[config.mk]
export PLATFORM = sky130hd
export DESIGN_NAME = hyperwarp_starfield_engine_core
export DESIGN_NICKNAME = d
export VERILOG_FILES = /design/src/hw/rtl/hse_pkg.sv /design/src/hw/rtl/hse_ctrl.sv /design/src/hw/rtl/hse_dp.sv /design/src/hw/rtl/hyperwarp_starfield_engine_core.sv
export VERILOG_INCLUDE_DIRS = /design/src /design/src/hw/rtl
export SDC_FILE = /design/constraint.sdc
export NUM_CORES = 1
export LEC_CHECK = 0
export BUFFER_PORTS_ARGS = -buffer_cell sky130_fd_sc_hd__buf_2
export CORE_MARGIN = 1.5
export CORE_UTILIZATION = 60
export DETAILED_ROUTE_END_ITERATION = 12
export PLACE_DENSITY = 0.82
export SYNTH_ARGS = -nofsm -noshare
export SYNTH_HDL_FRONTEND = slang
export SYNTH_SLANG_ARGS = --single-unit
[constraint.sdc]
create_clock -name clock -period 7.4 [get_ports clock]
set_clock_uncertainty 0.1 [all_clocks]
set_input_delay 0 -clock clock [delete_from_list [all_inputs] [get_ports clock]]
set_output_delay 0 -clock clock [all_outputs]
set_load 0.01 [all_outputs]
[src/hw/rtl/hyperwarp_starfield_engine_core_defines.svh]
// Assertion macros shared by the starfield engine RTL.
// No dependencies; included by the files that carry assertions.
`ifndef HYPERWARP_STARFIELD_ENGINE_CORE_DEFINES_SVH
`define HYPERWARP_STARFIELD_ENGINE_CORE_DEFINES_SVH

// Same-cycle implication: cons must hold whenever ante holds.
`define HSE_ASSERT_NOW(label, clk, rst, ante, cons, msg) \
   label: assert property (@(posedge clk) disable iff (rst) (ante) |-> (cons)) else $error(msg);

// Next-cycle implication: cons must hold in the cycle after ante holds.
`define HSE_ASSERT_NEXT(label, clk, rst, ante, cons, msg) \
   label: assert property (@(posedge clk) disable iff (rst) (ante) |=> (cons)) else $error(msg);

`endif

[src/hw/rtl/hse_pkg.sv]
// Shared types, constants and the number generator step for the starfield engine.
// No dependencies.
`default_nettype none

package hse_pkg;

   localparam int unsigned NUM_STARS_DEF = 16;

   localparam logic [7:0] GEN_A_SEED       = 8'h3B;
   localparam logic [7:0] GEN_B_SEED       = 8'h67;
   localparam logic [7:0] SHIP_COL_HOME    = 8'h80;
   localparam logic [6:0] SHIP_ROW_HOME    = 7'h40;
   localparam logic [7:0] PHASE_COUNT_WARP = 8'h80;
   localparam logic [7:0] PHASE_COUNT_HOLD = 8'h40;
   localparam logic [7:0] SPIN_FLOOR       = 8'd2;

   typedef enum logic [2:0] {
      CMD_STEP = 3'd0,
      CMD_INIT = 3'd1,
      CMD_WARP = 3'd2,
      CMD_SPIN = 3'd3,
      CMD_SHIP = 3'd4
   } hse_cmd_type;

   typedef enum logic [2:0] {
      PH_IDLE   = 3'd0,
      PH_TRAILS = 3'd1,
      PH_ACCEL  = 3'd2,
      PH_RUSH   = 3'd3,
      PH_SPIN   = 3'd4,
      PH_HOLD   = 3'd5
   } hse_phase_type;

   typedef enum logic [2:0] {
      ST_IDLE,
      ST_FILL,
      ST_CALC,
      ST_DRAW,
      ST_PHASE
   } hse_state_type;

   typedef struct packed {
      logic [2:0] cmd;
      logic [7:0] new_ship_x;
      logic [6:0] new_ship_y;
   } hse_req_type;

   typedef struct packed {
      logic [7:0] pixel_x;
      logic [6:0] pixel_y;
      logic       lit;
      logic       warp_done;
      logic       last;
   } hse_rsp_type;

   // controller -> datapath
   typedef struct packed {
      logic accept;        // request transaction taken this cycle
      logic fill_star;     // load one table entry from the generator
      logic fill_last;     // final fill entry: reseed afterwards
      logic calc_star;     // move current star, emit erase when speed is nonzero
      logic emit_draw;     // emit draw of the moved star
      logic star_last;     // current star is the final one
      logic phase_update;  // advance warp / spin-down sequencer
   } hse_dp_cmd_type;

   // datapath -> controller
   typedef struct packed {
      logic out_free;      // output register can take a transaction
      logic speed_nz;      // erases are emitted
   } hse_dp_status_type;

   // One add-with-carry generator step.
   function automatic logic [7:0] gen_next(input logic [7:0] a, input logic [7:0] b);
      logic [8:0] s;
      s = {1'b0, a} + 9'd9;
      return s[7:0] + b + {7'd0, s[8]};
   endfunction

endpackage

`default_nettype wire

[src/hw/rtl/hse_ctrl.sv]
// Sequencing state machine of the starfield engine.
// Depends on hse_pkg and the shared assertion macros.
`default_nettype none
`include "hyperwarp_starfield_engine_core_defines.svh"

module hse_ctrl
   import hse_pkg::*;
#(
   parameter int unsigned NUM_STARS = NUM_STARS_DEF,
   localparam int unsigned IDX_W = (NUM_STARS > 1) ? $clog2(NUM_STARS) : 1
) (
   input  wire logic              clock,
   input  wire logic              reset,
   input  wire logic              req_valid,
   output logic                   req_stall,
   input  wire logic [2:0]        req_cmd,
   input  wire hse_dp_status_type status,
   output hse_dp_cmd_type         dp_cmd,
   output logic [IDX_W-1:0]       star_idx
);

   hse_state_type    state_ff, state_in;
   logic [IDX_W-1:0] idx_ff, idx_in;
   logic             idx_last;
   logic             accept;

   assign idx_last = (idx_ff == IDX_W'(NUM_STARS - 1));
   assign star_idx = idx_ff;

   always_ff @(posedge clock) begin
      if (reset) begin
         state_ff <= ST_IDLE;
         idx_ff   <= '0;
      end else begin
         state_ff <= state_in;
         idx_ff   <= idx_in;
      end
   end

   always_comb begin
      state_in  = state_ff;
      idx_in    = idx_ff;
      dp_cmd    = '0;
      req_stall = 1'b1;
      accept    = 1'b0;
      dp_cmd.star_last = idx_last;
      case (state_ff)
         ST_IDLE: begin
            req_stall = 1'b0;
            accept    = req_valid;
            dp_cmd.accept = accept;
            idx_in    = '0;
            if (accept && req_cmd == CMD_STEP) begin
               state_in = ST_CALC;
            end else if (accept && req_cmd == CMD_INIT) begin
               state_in = ST_FILL;
            end
         end
         ST_FILL: begin
            dp_cmd.fill_star = 1'b1;
            dp_cmd.fill_last = idx_last;
            if (idx_last) begin
               state_in = ST_IDLE;
            end else begin
               idx_in = idx_ff + 1'b1;
            end
         end
         ST_CALC: begin
            if (!status.speed_nz || status.out_free) begin
               dp_cmd.calc_star = 1'b1;
               state_in = ST_DRAW;
            end
         end
         ST_DRAW: begin
            if (status.out_free) begin
               dp_cmd.emit_draw = 1'b1;
               if (idx_last) begin
                  state_in = ST_PHASE;
               end else begin
                  idx_in   = idx_ff + 1'b1;
                  state_in = ST_CALC;
               end
            end
         end
         ST_PHASE: begin
            dp_cmd.phase_update = 1'b1;
            state_in = ST_IDLE;
         end
         default: begin
            state_in = ST_IDLE;
         end
      endcase
   end

   `HSE_ASSERT_NEXT(a_phase_then_idle, clock, reset, state_ff == ST_PHASE,
      state_ff == ST_IDLE, "phase update not followed by idle")
   `HSE_ASSERT_NOW(a_one_dp_action, clock, reset, 1'b1,
      $onehot0({dp_cmd.accept, dp_cmd.fill_star, dp_cmd.calc_star, dp_cmd.emit_draw,
                dp_cmd.phase_update}), "more than one datapath action in a cycle")
   `HSE_ASSERT_NOW(a_stall_when_busy, clock, reset, state_ff != ST_IDLE,
      req_stall, "request side open while busy")

endmodule

`default_nettype wire

[src/hw/rtl/hse_dp.sv]
// Datapath of the starfield engine: star table, generator, ship, phase
// sequencer registers and the output register. Depends on hse_pkg and the macros.
`default_nettype none
`include "hyperwarp_starfield_engine_core_defines.svh"

module hse_dp
   import hse_pkg::*;
#(
   parameter int unsigned NUM_STARS = NUM_STARS_DEF,
   localparam int unsigned IDX_W = (NUM_STARS > 1) ? $clog2(NUM_STARS) : 1
) (
   input  wire logic              clock,
   input  wire logic              reset,
   input  wire hse_req_type       req_data,
   input  wire hse_dp_cmd_type    dp_cmd,
   input  wire logic [IDX_W-1:0]  star_idx,
   output hse_dp_status_type      status,
   output logic                   rsp_valid,
   input  wire logic              rsp_stall,
   output hse_rsp_type            rsp_data
);

   logic [7:0]    star_col_ff [NUM_STARS];
   logic [7:0]    star_col_in [NUM_STARS];
   logic [6:0]    star_row_ff [NUM_STARS];
   logic [6:0]    star_row_in [NUM_STARS];
   logic [7:0]    gen_a_ff, gen_a_in, gen_b_ff, gen_b_in;
   logic [7:0]    ship_col_ff, ship_col_in;
   logic [6:0]    ship_row_ff, ship_row_in;
   logic [7:0]    speed_ff, speed_in;
   logic [7:0]    count_ff, count_in;
   hse_phase_type phase_ff, phase_in;
   logic [7:0]    draw_x_ff, draw_x_in;
   logic [6:0]    draw_y_ff, draw_y_in;
   logic          rsp_valid_ff, rsp_valid_in;
   hse_rsp_type   rsp_data_ff, rsp_data_in;

   logic [7:0] sx, gen1, gen2, dx, x_down, x_new, dy, ty_up, ty_dn, ty, nx;
   logic [6:0] sy, ny;
   logic [8:0] tx_up;
   logic [4:0] st_x, st_y;
   logic       x_ahead, x_respawn, y_ahead, respawn;
   logic [7:0] speed_plus2, count_dec, speed_dec;
   logic       done_now, load_out, out_free;

   assign sx   = star_col_ff[star_idx];
   assign sy   = star_row_ff[star_idx];
   assign gen1 = gen_next(gen_a_ff, gen_b_ff);
   assign gen2 = gen_next(gen1, gen_a_ff);

   // Column: push away from the ship by 1 + distance/16.
   assign dx        = sx - ship_col_ff;
   assign x_ahead   = (sx >= ship_col_ff);
   assign tx_up     = {1'b0, sx} + {5'd0, dx[7:4]} + 9'd1;
   assign st_x      = {1'b0, ~dx[7:4]} + 5'd1;
   assign x_down    = sx - {3'd0, st_x};
   assign x_respawn = x_ahead ? tx_up[8] : (sx < {3'd0, st_x});
   assign x_new     = x_ahead ? tx_up[7:0] : x_down;

   // Row: same rule; bit 7 of the 8-bit result flags leaving the field.
   assign dy      = {1'b0, sy} - {1'b0, ship_row_ff};
   assign y_ahead = (sy >= ship_row_ff);
   assign ty_up   = {1'b0, sy} + {4'd0, dy[7:4]} + 8'd1;
   assign st_y    = {1'b0, ~dy[7:4]} + 5'd1;
   assign ty_dn   = {1'b0, sy} - {3'd0, st_y};
   assign ty      = y_ahead ? ty_up : ty_dn;

   assign respawn = x_respawn || ty[7];
   assign nx      = respawn ? gen1 : x_new;
   assign ny      = respawn ? gen2[6:0] : ty[6:0];

   assign speed_plus2 = speed_ff + 8'd2;
   assign speed_dec   = speed_ff - 8'd1;
   assign count_dec   = count_ff - 8'd1;
   assign done_now    = (phase_ff == PH_RUSH) && speed_plus2[7];

   assign out_free        = !rsp_valid_ff || !rsp_stall;
   assign status.out_free = out_free;
   assign status.speed_nz = (speed_ff != 8'd0);
   assign load_out        = dp_cmd.emit_draw || (dp_cmd.calc_star && status.speed_nz);

   always_comb begin
      star_col_in  = star_col_ff;
      star_row_in  = star_row_ff;
      gen_a_in     = gen_a_ff;
      gen_b_in     = gen_b_ff;
      ship_col_in  = ship_col_ff;
      ship_row_in  = ship_row_ff;
      speed_in     = speed_ff;
      count_in     = count_ff;
      phase_in     = phase_ff;
      draw_x_in    = draw_x_ff;
      draw_y_in    = draw_y_ff;
      rsp_data_in  = rsp_data_ff;
      rsp_valid_in = rsp_valid_ff && rsp_stall;

      if (dp_cmd.accept) begin
         case (req_data.cmd)
            CMD_INIT: begin
               gen_a_in    = GEN_A_SEED;
               gen_b_in    = GEN_B_SEED;
               ship_col_in = SHIP_COL_HOME;
               ship_row_in = SHIP_ROW_HOME;
               speed_in    = 8'd0;
               count_in    = PHASE_COUNT_WARP;
               phase_in    = PH_TRAILS;
            end
            CMD_WARP: begin
               gen_a_in = GEN_A_SEED;
               gen_b_in = GEN_B_SEED;
               speed_in = 8'd0;
               count_in = PHASE_COUNT_WARP;
               phase_in = PH_TRAILS;
            end
            CMD_SPIN: begin
               gen_a_in = GEN_A_SEED;
               gen_b_in = GEN_B_SEED;
               phase_in = PH_SPIN;
            end
            CMD_SHIP: begin
               ship_col_in = req_data.new_ship_x;
               ship_row_in = req_data.new_ship_y;
            end
            default: begin
            end
         endcase
      end

      if (dp_cmd.fill_star) begin
         star_col_in[star_idx] = gen1;
         star_row_in[star_idx] = gen2[6:0];
         // the warp start that ends an init reseeds the generator
         gen_a_in = dp_cmd.fill_last ? GEN_A_SEED : gen2;
         gen_b_in = dp_cmd.fill_last ? GEN_B_SEED : gen1;
      end

      if (dp_cmd.calc_star) begin
         star_col_in[star_idx] = nx;
         star_row_in[star_idx] = ny;
         draw_x_in = nx;
         draw_y_in = ny;
         if (respawn) begin
            gen_a_in = gen2;
            gen_b_in = gen1;
         end
         // only touch the output register when an erase goes out; a draw may be waiting
         if (status.speed_nz) begin
            rsp_data_in = '{pixel_x: sx, pixel_y: sy, lit: 1'b0, warp_done: 1'b0,
                            last: 1'b0};
         end
      end

      if (dp_cmd.emit_draw) begin
         rsp_data_in = '{pixel_x: draw_x_ff, pixel_y: draw_y_ff, lit: 1'b1,
                         warp_done: dp_cmd.star_last && done_now,
                         last: dp_cmd.star_last};
      end

      if (load_out) begin
         rsp_valid_in = 1'b1;
      end

      if (dp_cmd.phase_update) begin
         case (phase_ff)
            PH_TRAILS: begin
               count_in = count_dec;
               if (count_dec == 8'd0) begin
                  count_in = PHASE_COUNT_WARP;
                  speed_in = 8'd1;
                  gen_a_in = GEN_A_SEED;
                  gen_b_in = GEN_B_SEED;
                  phase_in = PH_ACCEL;
               end
            end
            PH_ACCEL: begin
               count_in = count_dec;
               if (count_dec == 8'd0) begin
                  speed_in = speed_ff + 8'd1;
                  phase_in = PH_RUSH;
               end
            end
            PH_RUSH: begin
               speed_in = speed_plus2;
               if (speed_plus2[7]) begin
                  phase_in = PH_IDLE;
               end
            end
            PH_SPIN: begin
               speed_in = speed_dec;
               if (speed_dec == SPIN_FLOOR) begin
                  count_in = PHASE_COUNT_HOLD;
                  gen_a_in = GEN_A_SEED;
                  gen_b_in = GEN_B_SEED;
                  phase_in = PH_HOLD;
               end
            end
            PH_HOLD: begin
               count_in = count_dec;
               if (count_dec == 8'd0) begin
                  speed_in = 8'd0;
                  count_in = PHASE_COUNT_WARP;
                  gen_a_in = GEN_A_SEED;
                  gen_b_in = GEN_B_SEED;
                  phase_in = PH_TRAILS;
               end
            end
            default: begin
            end
         endcase
      end
   end

   always_ff @(posedge clock) begin
      if (reset) begin
         star_col_ff  <= '{default: '0};
         star_row_ff  <= '{default: '0};
         gen_a_ff     <= GEN_A_SEED;
         gen_b_ff     <= GEN_B_SEED;
         ship_col_ff  <= SHIP_COL_HOME;
         ship_row_ff  <= SHIP_ROW_HOME;
         speed_ff     <= 8'd0;
         count_ff     <= PHASE_COUNT_WARP;
         phase_ff     <= PH_IDLE;
         rsp_valid_ff <= 1'b0;
      end else begin
         star_col_ff  <= star_col_in;
         star_row_ff  <= star_row_in;
         gen_a_ff     <= gen_a_in;
         gen_b_ff     <= gen_b_in;
         ship_col_ff  <= ship_col_in;
         ship_row_ff  <= ship_row_in;
         speed_ff     <= speed_in;
         count_ff     <= count_in;
         phase_ff     <= phase_in;
         rsp_valid_ff <= rsp_valid_in;
      end
   end

   always_ff @(posedge clock) begin
      draw_x_ff   <= draw_x_in;
      draw_y_ff   <= draw_y_in;
      rsp_data_ff <= rsp_data_in;
   end

   assign rsp_valid = rsp_valid_ff;
   assign rsp_data  = rsp_data_ff;

   `HSE_ASSERT_NOW(a_done_on_last, clock, reset, rsp_valid_ff && rsp_data_ff.warp_done,
      rsp_data_ff.last, "warp_done without last")
   `HSE_ASSERT_NOW(a_erase_needs_speed, clock, reset, rsp_valid_ff && !rsp_data_ff.lit,
      speed_ff != 8'd0, "erase pending while speed is zero")
   `HSE_ASSERT_NOW(a_no_overwrite, clock, reset, load_out,
      !(rsp_valid_ff && rsp_stall), "output register overwritten while stalled")

endmodule

`default_nettype wire

[src/hw/rtl/hyperwarp_starfield_engine_core.sv]
// After a step is accepted, the move state registers the first star's erase, or at
// speed zero the draw state registers its draw; each waits while the output register
// is held. A step runs a move and a draw state per star, then the phase update;
// an init fills one table entry per cycle; other commands finish at acceptance.
// Reset (synchronous, active high) clears the star table, reseeds the generator,
// homes the ship and idles the phase sequencer; no clearing pass is needed.
`default_nettype none

// Starfield engine top level: controller (hse_ctrl) plus datapath (hse_dp).
// Depends on hse_pkg.
//
// Request transactions carry a command. Step moves every star outward from the
// ship, respawning from the generator those that leave the 256 x 128 field,
// and produces an erase (at nonzero speed) and a draw transaction per star. The
// final draw carries last, and warp_done when the step ends the rush phase.
// Non-step commands produce no response transactions.
//
// req_stall is low only while the controller is idle; a response waiting in the
// output register does not block acceptance of the next request.
module hyperwarp_starfield_engine_core
   import hse_pkg::*;
#(
   parameter int unsigned NUM_STARS = NUM_STARS_DEF
) (
   input  wire logic        clock,
   input  wire logic        reset,
   input  wire logic        req_valid,
   output logic             req_stall,
   input  wire hse_req_type req_data,
   output logic             rsp_valid,
   input  wire logic        rsp_stall,
   output hse_rsp_type      rsp_data
);

   localparam int unsigned IDX_W = (NUM_STARS > 1) ? $clog2(NUM_STARS) : 1;

   hse_dp_cmd_type    dp_cmd;
   hse_dp_status_type dp_status;
   logic [IDX_W-1:0]  star_idx;

   // Sequencer: walks stars, waits on the output register, runs the phase step.
   hse_ctrl #(
      .NUM_STARS (NUM_STARS)
   ) u_ctrl (
      .clock     (clock),
      .reset     (reset),
      .req_valid (req_valid),
      .req_stall (req_stall),
      .req_cmd   (req_data.cmd),
      .status    (dp_status),
      .dp_cmd    (dp_cmd),
      .star_idx  (star_idx)
   );

   // Star table, generator, ship/phase registers and response register.
   hse_dp #(
      .NUM_STARS (NUM_STARS)
   ) u_dp (
      .clock     (clock),
      .reset     (reset),
      .req_data  (req_data),
      .dp_cmd    (dp_cmd),
      .star_idx  (star_idx),
      .status    (dp_status),
      .rsp_valid (rsp_valid),
      .rsp_stall (rsp_stall),
      .rsp_data  (rsp_data)
   );

endmodule

`default_nettype wire

==> results of run 1 <==
## placed cells by master (no fill, tap or decap), drive strengths merged, types with 28 or more instances in the layout
cell type / n
dlygate4sd3: 43
mux4: 69
edfxtp: 32
and2: 39
clkbuf: 58
ha: 56
dfxtp: 299
nand2: 66
nand3: 37
a21oi: 133
or3: 44
a211oi: 381
inv: 91
nor2: 265
buf: 96
o21ai: 94
xor2: 28
a22oi: 29
## per-layer routing
| layer | GRT usage, % | vias up | share of wire (%) |
|---|---|---|---|
| met3 | 9.41 | 319 | 12 |
| met4 | 24.1 | 0 | 6.7 |
| met2 | 56.6 | 1309 | 43 |
| met1 | 49.0 | 8811 | 38 |
| met5 | 0 | - | 0 |
| li1 | - | 8071 | - |
## Yosys cell counts (5+ instances only)
| library cell | count |
|---|---|
| and2_1 | 39 |
| dfxtp_1 | 299 |
| a22o_1 | 15 |
| mux4_2 | 53 |
| nand3_1 | 37 |
| and3_1 | 10 |
| ha_1 | 56 |
| a211oi_2 | 43 |
| a21o_1 | 26 |
| nand2b_1 | 25 |
| nor3b_1 | 8 |
| nor2b_1 | 20 |
| or2_2 | 11 |
| o22ai_1 | 9 |
| buf_6 | 9 |
| a211oi_1 | 338 |
| o211ai_1 | 5 |
| edfxtp_1 | 32 |
| a21boi_0 | 8 |
| xor2_1 | 28 |
| or3_1 | 44 |
| buf_2 | 14 |
| xnor2_1 | 26 |
| mux4_1 | 16 |
| clkbuf_1 | 170 |
| o21a_1 | 26 |
| nor2_1 | 264 |
| inv_1 | 89 |
| o21ai_0 | 94 |
| nor3_1 | 24 |
| mux2_4 | 6 |
| nand2_1 | 65 |
| a21oi_1 | 133 |
| a22oi_1 | 29 |
| nand4_1 | 7 |
| fa_1 | 8 |
| buf_1 | 8 |
| mux2i_1 | 10 |
## cell families (layout without fill, tap and decap cells)
kind of cell | Yosys count | count (layout) | share of synthesized area (%)
buffers and inverters | 295 | 298 | 6.33
xor gates and xnor gates | 56 | 56 | 2.63
adders and majority gates | 64 | 64 | 4.37
muxes | 90 | 90 | 9.55
and+or+nand+nor | 575 | 575 | 13.9
DFF | 331 | 331 | 35.2
AOI/OAI and AO/OA | 771 | 771 | 27.9
other | 0 | 2 | 0
## state kept, by name, indices dropped and copies added, names as in the netlist
name	cells
u_ctrl.star_idx	4
u_ctrl.state_ff	3
u_dp.count_ff	8
u_dp.draw_x_ff	8
u_dp.draw_y_ff	7
u_dp.gen_a_ff	8
u_dp.gen_b_ff	8
u_dp.phase_ff	3
u_dp.rsp_data	18
u_dp.rsp_valid	1
u_dp.ship_col_ff	8
u_dp.ship_row_ff	7
u_dp.speed_ff	8
u_dp.star_col_ff	128
u_dp.star_row_ff	112
## layout make-up
type                       count  area share (%)
timing repair buffer         139            5.01
sequential                   331            31.8
multi-input combinational   1556            53.3
inverter                      89            1.53
clock inverter                12           0.498
clock buffer                  58            5.31
antenna                        2          0.0229
tap                          442            2.53
## worst min path at each step
stage | from | to | slack (ps) | depth (start not counted)
floorplan | req_data[14] | u_dp.ship_col_ff[7]$_SDFFE_PP1P_ | 50 | 2
global route | u_dp.rsp_data[2]$_SDFFE_PP1P_ | u_dp.rsp_data[2]$_SDFFE_PP1P_ | 420 | 2
finish | u_dp.gen_b_ff[7]$_SDFF_PP0_ | u_dp.gen_b_ff[7]$_SDFF_PP0_ | 400 | 2
detailed placement | req_data[14] | u_dp.ship_col_ff[7]$_SDFFE_PP1P_ | 150 | 3
global placement | req_data[14] | u_dp.ship_col_ff[7]$_SDFFE_PP1P_ | 150 | 3
CTS | u_dp.rsp_data[2]$_SDFFE_PP1P_ | u_dp.rsp_data[2]$_SDFFE_PP1P_ | 400 | 2
## critical path: stages (launching register included)
cell and delay, ps:
dfxtp_4 570, buf_12 380, mux4_2 550, mux4_2 570, ha_1 340, o21a_1 140, nor2_1 170, inv_1 90
a21oi_1 180, xnor2_1 180, inv_1 120, ha_1 220, xor2_1 170, ha_1 330, a21o_1 130, a21oi_1 70
nor2b_1 230, nor2_1 80, and4b_1 260, nor3_4 440, buf_12 220, mux2i_4 630, a221oi_1 200
## through the flow
step           util (%)  std cells  setup slack (ps)
2_1_floorplan         -       2182               746
3_3_place_gp       62.1       2514              1090
3_5_place_dp       62.1       2514              1010
4_1_cts            67.3       2627               880
5_1_grt            67.4       2629               478
6_report           67.4       2629               805
## timing repair
item | 4_1_cts | 5_1_grt
hold buffers | 43 | 0
endpoints found under the hold margin | 88 | 0
setup endpoints to repair | 0 | 0
resized for setup | 0 | 0
setup buffers | 0 | 0
==> reports/metrics.cfg, run 1 <==
[logic_synthesis]
synth_cells = 2182
avgSynthCellArea_um2 = 9.04
netlist.top_cell.by_area = dfxtp_1
synth_edf_count = 32
ys_ff_latch = 331
syn_area_mm2 = 0.0197
yosys-top-cells-area = dfxtp_1 30%, a211oi_1 13%, mux4_2 6.1%, nor2_1 5.0%, edfxtp_1 4.9%
ys_types = 78
synth_fp_nets = 2268
async_reset_ff_share_pct = 0
ys.flop_type = dfxtp_1
synth_top_area_share_pct = 30.4
ys_seq_area_share_pct = 35.2
yosys_warnings = 0

[placement]
io_buffer_count = 41
dpl.hpwl_um = 39100
placed_area_mm2 = 0.0202
gp_congestion = 0.949

[status]
status = finished, final reports clean

[clocking]
ctsHtreeMaxLevel = 2
cts_buffers = 38
cts.sinks = 331
clk_latency_ps = 550
clockRootBuffer = clkbuf_16
clk_pin_slew_ps = 60
clockBufferDepth = 3
cts_tree = done

[critical_path]
crit_required_ps = 7670
worstSetupStartpoint = u_ctrl.star_idx[0]$_SDFFE_PP0P_
r2r-start = u_ctrl.star_idx[0]$_SDFFE_PP0P_
critPathKind = register to register
path_max_fanout = 45
reg2reg_setup_slack_ps = 810
arrival_ps = 6860
reg2reg_depth = 22
start_kind = register
worstReg2RegEnd = u_dp.star_row_ff[6]$_SDFF_PP0_
setup.worst_path.end_class = register
cp-endpoint = u_dp.star_row_ff[6]$_SDFF_PP0_

[finish]
regArea_mm2 = 0.00695
area_growth_pct = 10.9
multiInputGateArea_mm2 = 0.0116
nFillCells = 2447
fin_nets = 2241
drive_above_1_share_pct = 14.4
final_area_mm2 = 0.0219

[global_route]
grt_pass1_wl_um = 99800
grt_usage_pct = 37.8
grt_overflow = 0
antenna_found_initial = 3
grt_max_degree = 118
grt_pass1_vias = 17800

[drt]
wl_per_cell_um = 24.6
routed_wirelength_um = 64700
dr.pass1.iters = 6
routed_via_density = 7.04
dr_total_vias = 18500
drc = 0
drt_iter0_markers = 2604
antenna_left = 0

[sta]
slew_headroom_pct = 22.9
tightest_slew_ps = 1150
fin_setup_tns_ps = 0
max_freq_mhz = 152
rsz0062_at_grt = false
finalCritPeriodShare_pct = 89.1
slew_violations = 0
report.final.hold_viol_count = 0
min_period_ps = 6590
hold_ws_ps = 402
finalSetupViolations = 0

[floorplanning]
io_pins = 42
die_y_um = 184
start_util_pct = 60.7
num_rows = 66
die_width_um = 184
die-area_mm2 = 0.0340
core_area_mm2 = 0.0325

[run]
drv_cap = 0

[hold_path]
worst_hold_path_type = register to register

Power of run 1 is not shown: default switching activity piles up to over one toggle a cycle in this logic, so the estimate is an artifact.
==> run 2, diff against run 1 <==
Settings changed: CORE_UTILIZATION 60 to 27, PLACE_DENSITY 0.82 to 0.46, RECOVER_POWER from default to 25.
==> run 2 against run 1 <==
  * The flow now finishes with violations (max-capacitance violations, max-slew violations)
  * Core utilization is 36 points lower
  * Non-clock buffer count rose by 7
  * Clock-buffer cell count shrank 2
  * Global-route usage down 19 points
  * Worst hold slack got worse by 29 ps
  * Via count decreased by 6.3%
  * Wire length increased by 8.4%
  * Critical path depth rose by 1
  * Register-to-register slack improved by 40 ps
  * Die area rose by 120%
  * Maximum frequency rose by 0.54%
  * Final cell count is 20% higher
  * Critical path type unchanged
  * Critical endpoint is now u_dp.draw_x_ff[1]$_DFFE_PP_
  * Largest cell class unchanged
==> reports/metrics.cfg, run 2 (same netlist as run 1, synthesis figures left out) <==
[status]
status = finished with violations
violations = max-capacitance violations, max-slew violations

[placement]
dp_slack_ps = 908
dpl.hpwl_um = 46200
gp_congestion = 0.843
io_buffer_count = 41

[global_route]
grt_usage_pct = 18.5
antenna_found_initial = 0
grt_pass1_wl_um = 107000
grt_overflow = 0
grt_max_degree = 145
grt_pass1_vias = 16500

[critical_path]
critPathKind = register to register
arrival_ps = 6750
setup.worst_path.end_class = register
crit_required_ps = 7590
start_kind = register
path_max_fanout = 19

[sta]
slew_headroom_pct = -4.67
slew_violations = 25
max_freq_mhz = 152
worst_slack_ps = 840
tightest_slew_ps = 1570
fin_setup_tns_ps = 0
min_period_ps = 6560
report.final.hold_viol_count = 0
finalCritPeriodShare_pct = 88.6
rsz0062_at_grt = false
finalSetupViolations = 0

[clocking]
clockRootBuffer = clkbuf_16
ctsHtreeMaxLevel = 2
clk_pin_slew_ps = 60
postCtsSetupBuffers = 0
cts.sinks = 331
clk_latency_ps = 580
cts_tree = done
cts_buffers = 41
clockBufferDepth = 3

[floorplanning]
die_y_um = 273
start_util_pct = 27.4
die-area_mm2 = 0.0746
num_rows = 98
io_pins = 42
die_width_um = 273
core_area_mm2 = 0.0719

[finish]
largest_reg_flops = 128
area_growth_pct = 14.6
drive_above_1_share_pct = 13.8
fin_nets = 2251
final_common_cell = a211oi_1
largest-register = u_dp.star_col_ff
nFillCells = 7544
final_cell_mix = 336 x a211oi_1, 297 x dfxtp_1, 248 x nor2_1
diodes = 0

[drt]
routed_via_density = 5.52
wl_per_cell_um = 22.3
drc = 0
dr_total_vias = 17300
dr.pass1.iters = 6
antenna_left = 0
drt_iter0_markers = 1535
routed_wirelength_um = 70100

[run]
drv_cap = 1

[hold_path]
worst_hold_path_type = register to register

run 2: per-layer routing:
| layer | global-route usage (%) | wire, um | vias up |
|---|---|---|---|
| li1 | - | - | 8098 |
| met1 | 26.1 | 32600 | 8569 |
| met2 | 29.1 | 31800 | 571 |
| met3 | 2.69 | 4110 | 107 |
| met4 | 5.07 | 1520 | 0 |
| met5 | 0 | 0 | - |
run 2: worst paths after layout:
check / start / end / slack, ps / depth (start not counted)
setup / recovery: u_ctrl.star_idx[0]$_SDFFE_PP0P_ / u_dp.draw_x_ff[1]$_DFFE_PP_ / 840 / 23
hold / removal: u_dp.gen_b_ff[3]$_SDFF_PP0_ / u_dp.gen_b_ff[3]$_SDFF_PP0_ / 370 / 2
setup reg to reg: u_ctrl.star_idx[0]$_SDFFE_PP0P_ / u_dp.draw_x_ff[1]$_DFFE_PP_ / 840 / 23
hold reg to reg: u_dp.gen_b_ff[3]$_SDFF_PP0_ / u_dp.gen_b_ff[3]$_SDFF_PP0_ / 370 / 2
run 2: area by class of cell:
type                            count  area (um^2)  share of cell area [%]
Multi-Input combinational cell   1556        11700                    51.6
Sequential cell                   331         6950                    30.8
Tap cell                          950         1190                    5.26
Clock buffer                       56         1160                    5.16
Timing Repair Buffer              146         1110                    4.90
Inverter                           89          334                    1.48
Clock inverter                     17          193                   0.853
run 2: per-stage QoR:
stage | area, um^2 | cells | hold slack, ps | utilization, %
finish | 22600 | 3145 | 374 | 31.4
floorplan | 19700 | 2182 | 48.3 | -
CTS | 22600 | 3145 | 372 | 31.5
global route | 22600 | 3145 | 406 | 31.4
detailed placement | 20800 | 3029 | 159 | 29.0
global placement | 20800 | 3029 | 153 | 29.0
run 2: critical path, cell delays in order (launching register included):
cell	delay [ps]
dfxtp_4	620
mux4_2	560
mux4_2	640
ha_1	350
nor2b_1	140
o21a_1	170
o21a_1	190
nor2_1	160
inv_1	80
a21oi_1	180
xnor2_1	170
inv_1	110
ha_1	220
xor2_1	170
ha_1	330
a21o_1	130
a21oi_1	70
nor2b_1	190
nor2_1	80
and4b_1	260
nor3_4	430
buf_12	230
mux2i_4	610
inv_1	80
run 2: what timing repair did:
action / 4_1_cts / 5_1_grt
hold buffers: 43 / 0
resized for setup: 0 / 0
hold endpoints to repair: 39 / 0
Power of run 2 is left out for the same reason.
==> run 3, diff against run 2 <==
Settings changed: BUFFER_PORTS_ARGS -buffer_cell sky130_fd_sc_hd__buf_2 to -buffer_cell sky130_fd_sc_hd__buf_4, CAP_MARGIN from default to 25, TNS_END_PERCENT from default to 100.
==> run 3 against run 2 <==
  * The flow still finishes with violations (max-capacitance violations, max-slew violations)
  * Critical endpoint unchanged
  * Final cell count is 0.29% higher
  * Sequential share of layout area is 0.23 points lower
  * Critical path depth stayed put
  * Flip-flop and latch count stayed put
  * Wire length is 0.53% higher
  * Global-route usage is 0.27 points higher
  * Maximum frequency is 0.52% higher
  * Cell area is 0.75% higher
  * Register-to-register slack better by 30 ps
  * First-iteration DRC count is 2.8% lower
  * Worst hold slack worse by 21 ps
  * Die area stayed put
==> reports/metrics.cfg, run 3 (same netlist as run 1, synthesis figures left out) <==
[finish]
largest_reg_flops = 128
final_cell_mix = 336 x a211oi_1, 297 x dfxtp_1, 248 x nor2_1
area_growth_pct = 15.5
diodes = 0
drive_above_1_share_pct = 13.8
final_common_cell = a211oi_1
largest-register = u_dp.star_col_ff
fin_nets = 2258

[sta]
min_period_ps = 6530
max_freq_mhz = 153
tightest_slew_ps = 1610
fin_setup_tns_ps = 0
slew_violations = 24
slew_headroom_pct = -7.48
finalSetupViolations = 0
report.final.hold_viol_count = 0
finalCritPeriodShare_pct = 88.2
rsz0062_at_grt = false

[status]
violations = max-capacitance violations, max-slew violations
status = finished with violations

[drt]
drc = 0
dr_total_vias = 17300
routed_via_density = 5.49
antenna_left = 0
dr.pass1.iters = 5
routed_wirelength_um = 70500
drt_iter0_markers = 1492
wl_per_cell_um = 22.3

[clocking]
cts_tree = done
clockRootBuffer = clkbuf_16
ctsResizeCount = 0
clk_pin_slew_ps = 60
cts.sinks = 331
ctsHtreeMaxLevel = 2
clk_latency_ps = 580
clockBufferDepth = 3
cts_buffers = 43

[critical_path]
crit_required_ps = 7590
start_kind = register
setup.worst_path.end_class = register
arrival_ps = 6720
path_max_fanout = 20
critPathKind = register to register

[global_route]
grt_usage_pct = 18.7
grt_pass1_wl_um = 108000
grt_overflow = 0
grt_pass1_vias = 17000
antenna_found_initial = 0
grt_max_degree = 94

[floorplanning]
io_pins = 42
core_area_mm2 = 0.0719
start_util_pct = 27.4
die_y_um = 273
die-area_mm2 = 0.0746
num_rows = 98
die_width_um = 273

[placement]
io_buffer_count = 41
dpl.hpwl_um = 46400
gp_congestion = 0.825

[hold_path]
worst_hold_path_type = input port to register

[run]
drv_cap = 1

[run 3: final cells by class]
class,count,area (um^2)
inverters,89,334
clock buffers,64,1250
repair buffers,151,1210
clock inverters,13,181
well taps,950,1190
flip-flops and latches,331,6950
fillers,7483,49100
multi-input cells,1556,11600
[run 3: timing repair]
action | 4_1_cts | 5_1_grt
hold endpoints to repair | 73 | 0
buffers inserted | 0 | 0
hold buffers | 44 | 0
[run 3: critical path, cell delays in order, from the launching register on]
cell and delay, ps:
dfxtp_4 660, mux4_2 570, mux4_2 620, ha_1 340, nor2b_1 140, o21a_1 160, o21a_1 190, nor2_1 160
inv_1 80, a21oi_1 180, xnor2_1 170, inv_1 120, ha_1 220, xor2_1 170, ha_1 320, a21o_1 120
a21oi_1 70, nor2b_1 180, nor2_1 80, and4b_1 250, nor3_4 160, buf_4 350, mux2i_4 690, inv_1 100
[run 3: through the flow]
step / setup WS (ps) / hold slack (ps) / std cells / area (um^2) / utilization [%]
3_3_place_gp: 915 / 159 / 3031 / 20900 / 29.1
3_5_place_dp: 908 / 155 / 3031 / 20900 / 29.1
4_1_cts: 882 / 338 / 3152 / 22800 / 31.7
2_1_floorplan: 746 / 48.3 / 2182 / 19700 / -
5_1_grt: 485 / 403 / 3154 / 22800 / 31.7
6_report: 874 / 352 / 3154 / 22800 / 31.7
[run 3: routing by layer]
metal	global-route usage [%]	up-vias	routed length (um)
li1	-	8123	-
met1	25.4	8545	32500
met2	30.2	541	32100
met3	3.04	92	3970
met4	6.12	0	1850
met5	0	-	0
[run 3: final timing paths]
kind / end / cells after the start / slack (ps) / startpoint
worst max-delay path: u_dp.draw_x_ff[1]$_DFFE_PP_ / 23 / 870 / u_ctrl.star_idx[0]$_SDFFE_PP0P_
worst min-delay path: u_dp.rsp_data[2]$_SDFFE_PP1P_ / 5 / 350 / rsp_stall
worst max register to register: u_dp.draw_x_ff[1]$_DFFE_PP_ / 23 / 870 / u_ctrl.star_idx[0]$_SDFFE_PP0P_
worst min register to register: u_dp.gen_b_ff[3]$_SDFF_PP0_ / 2 / 380 / u_dp.gen_b_ff[3]$_SDFF_PP0_
Power of run 3 is left out for the same reason.
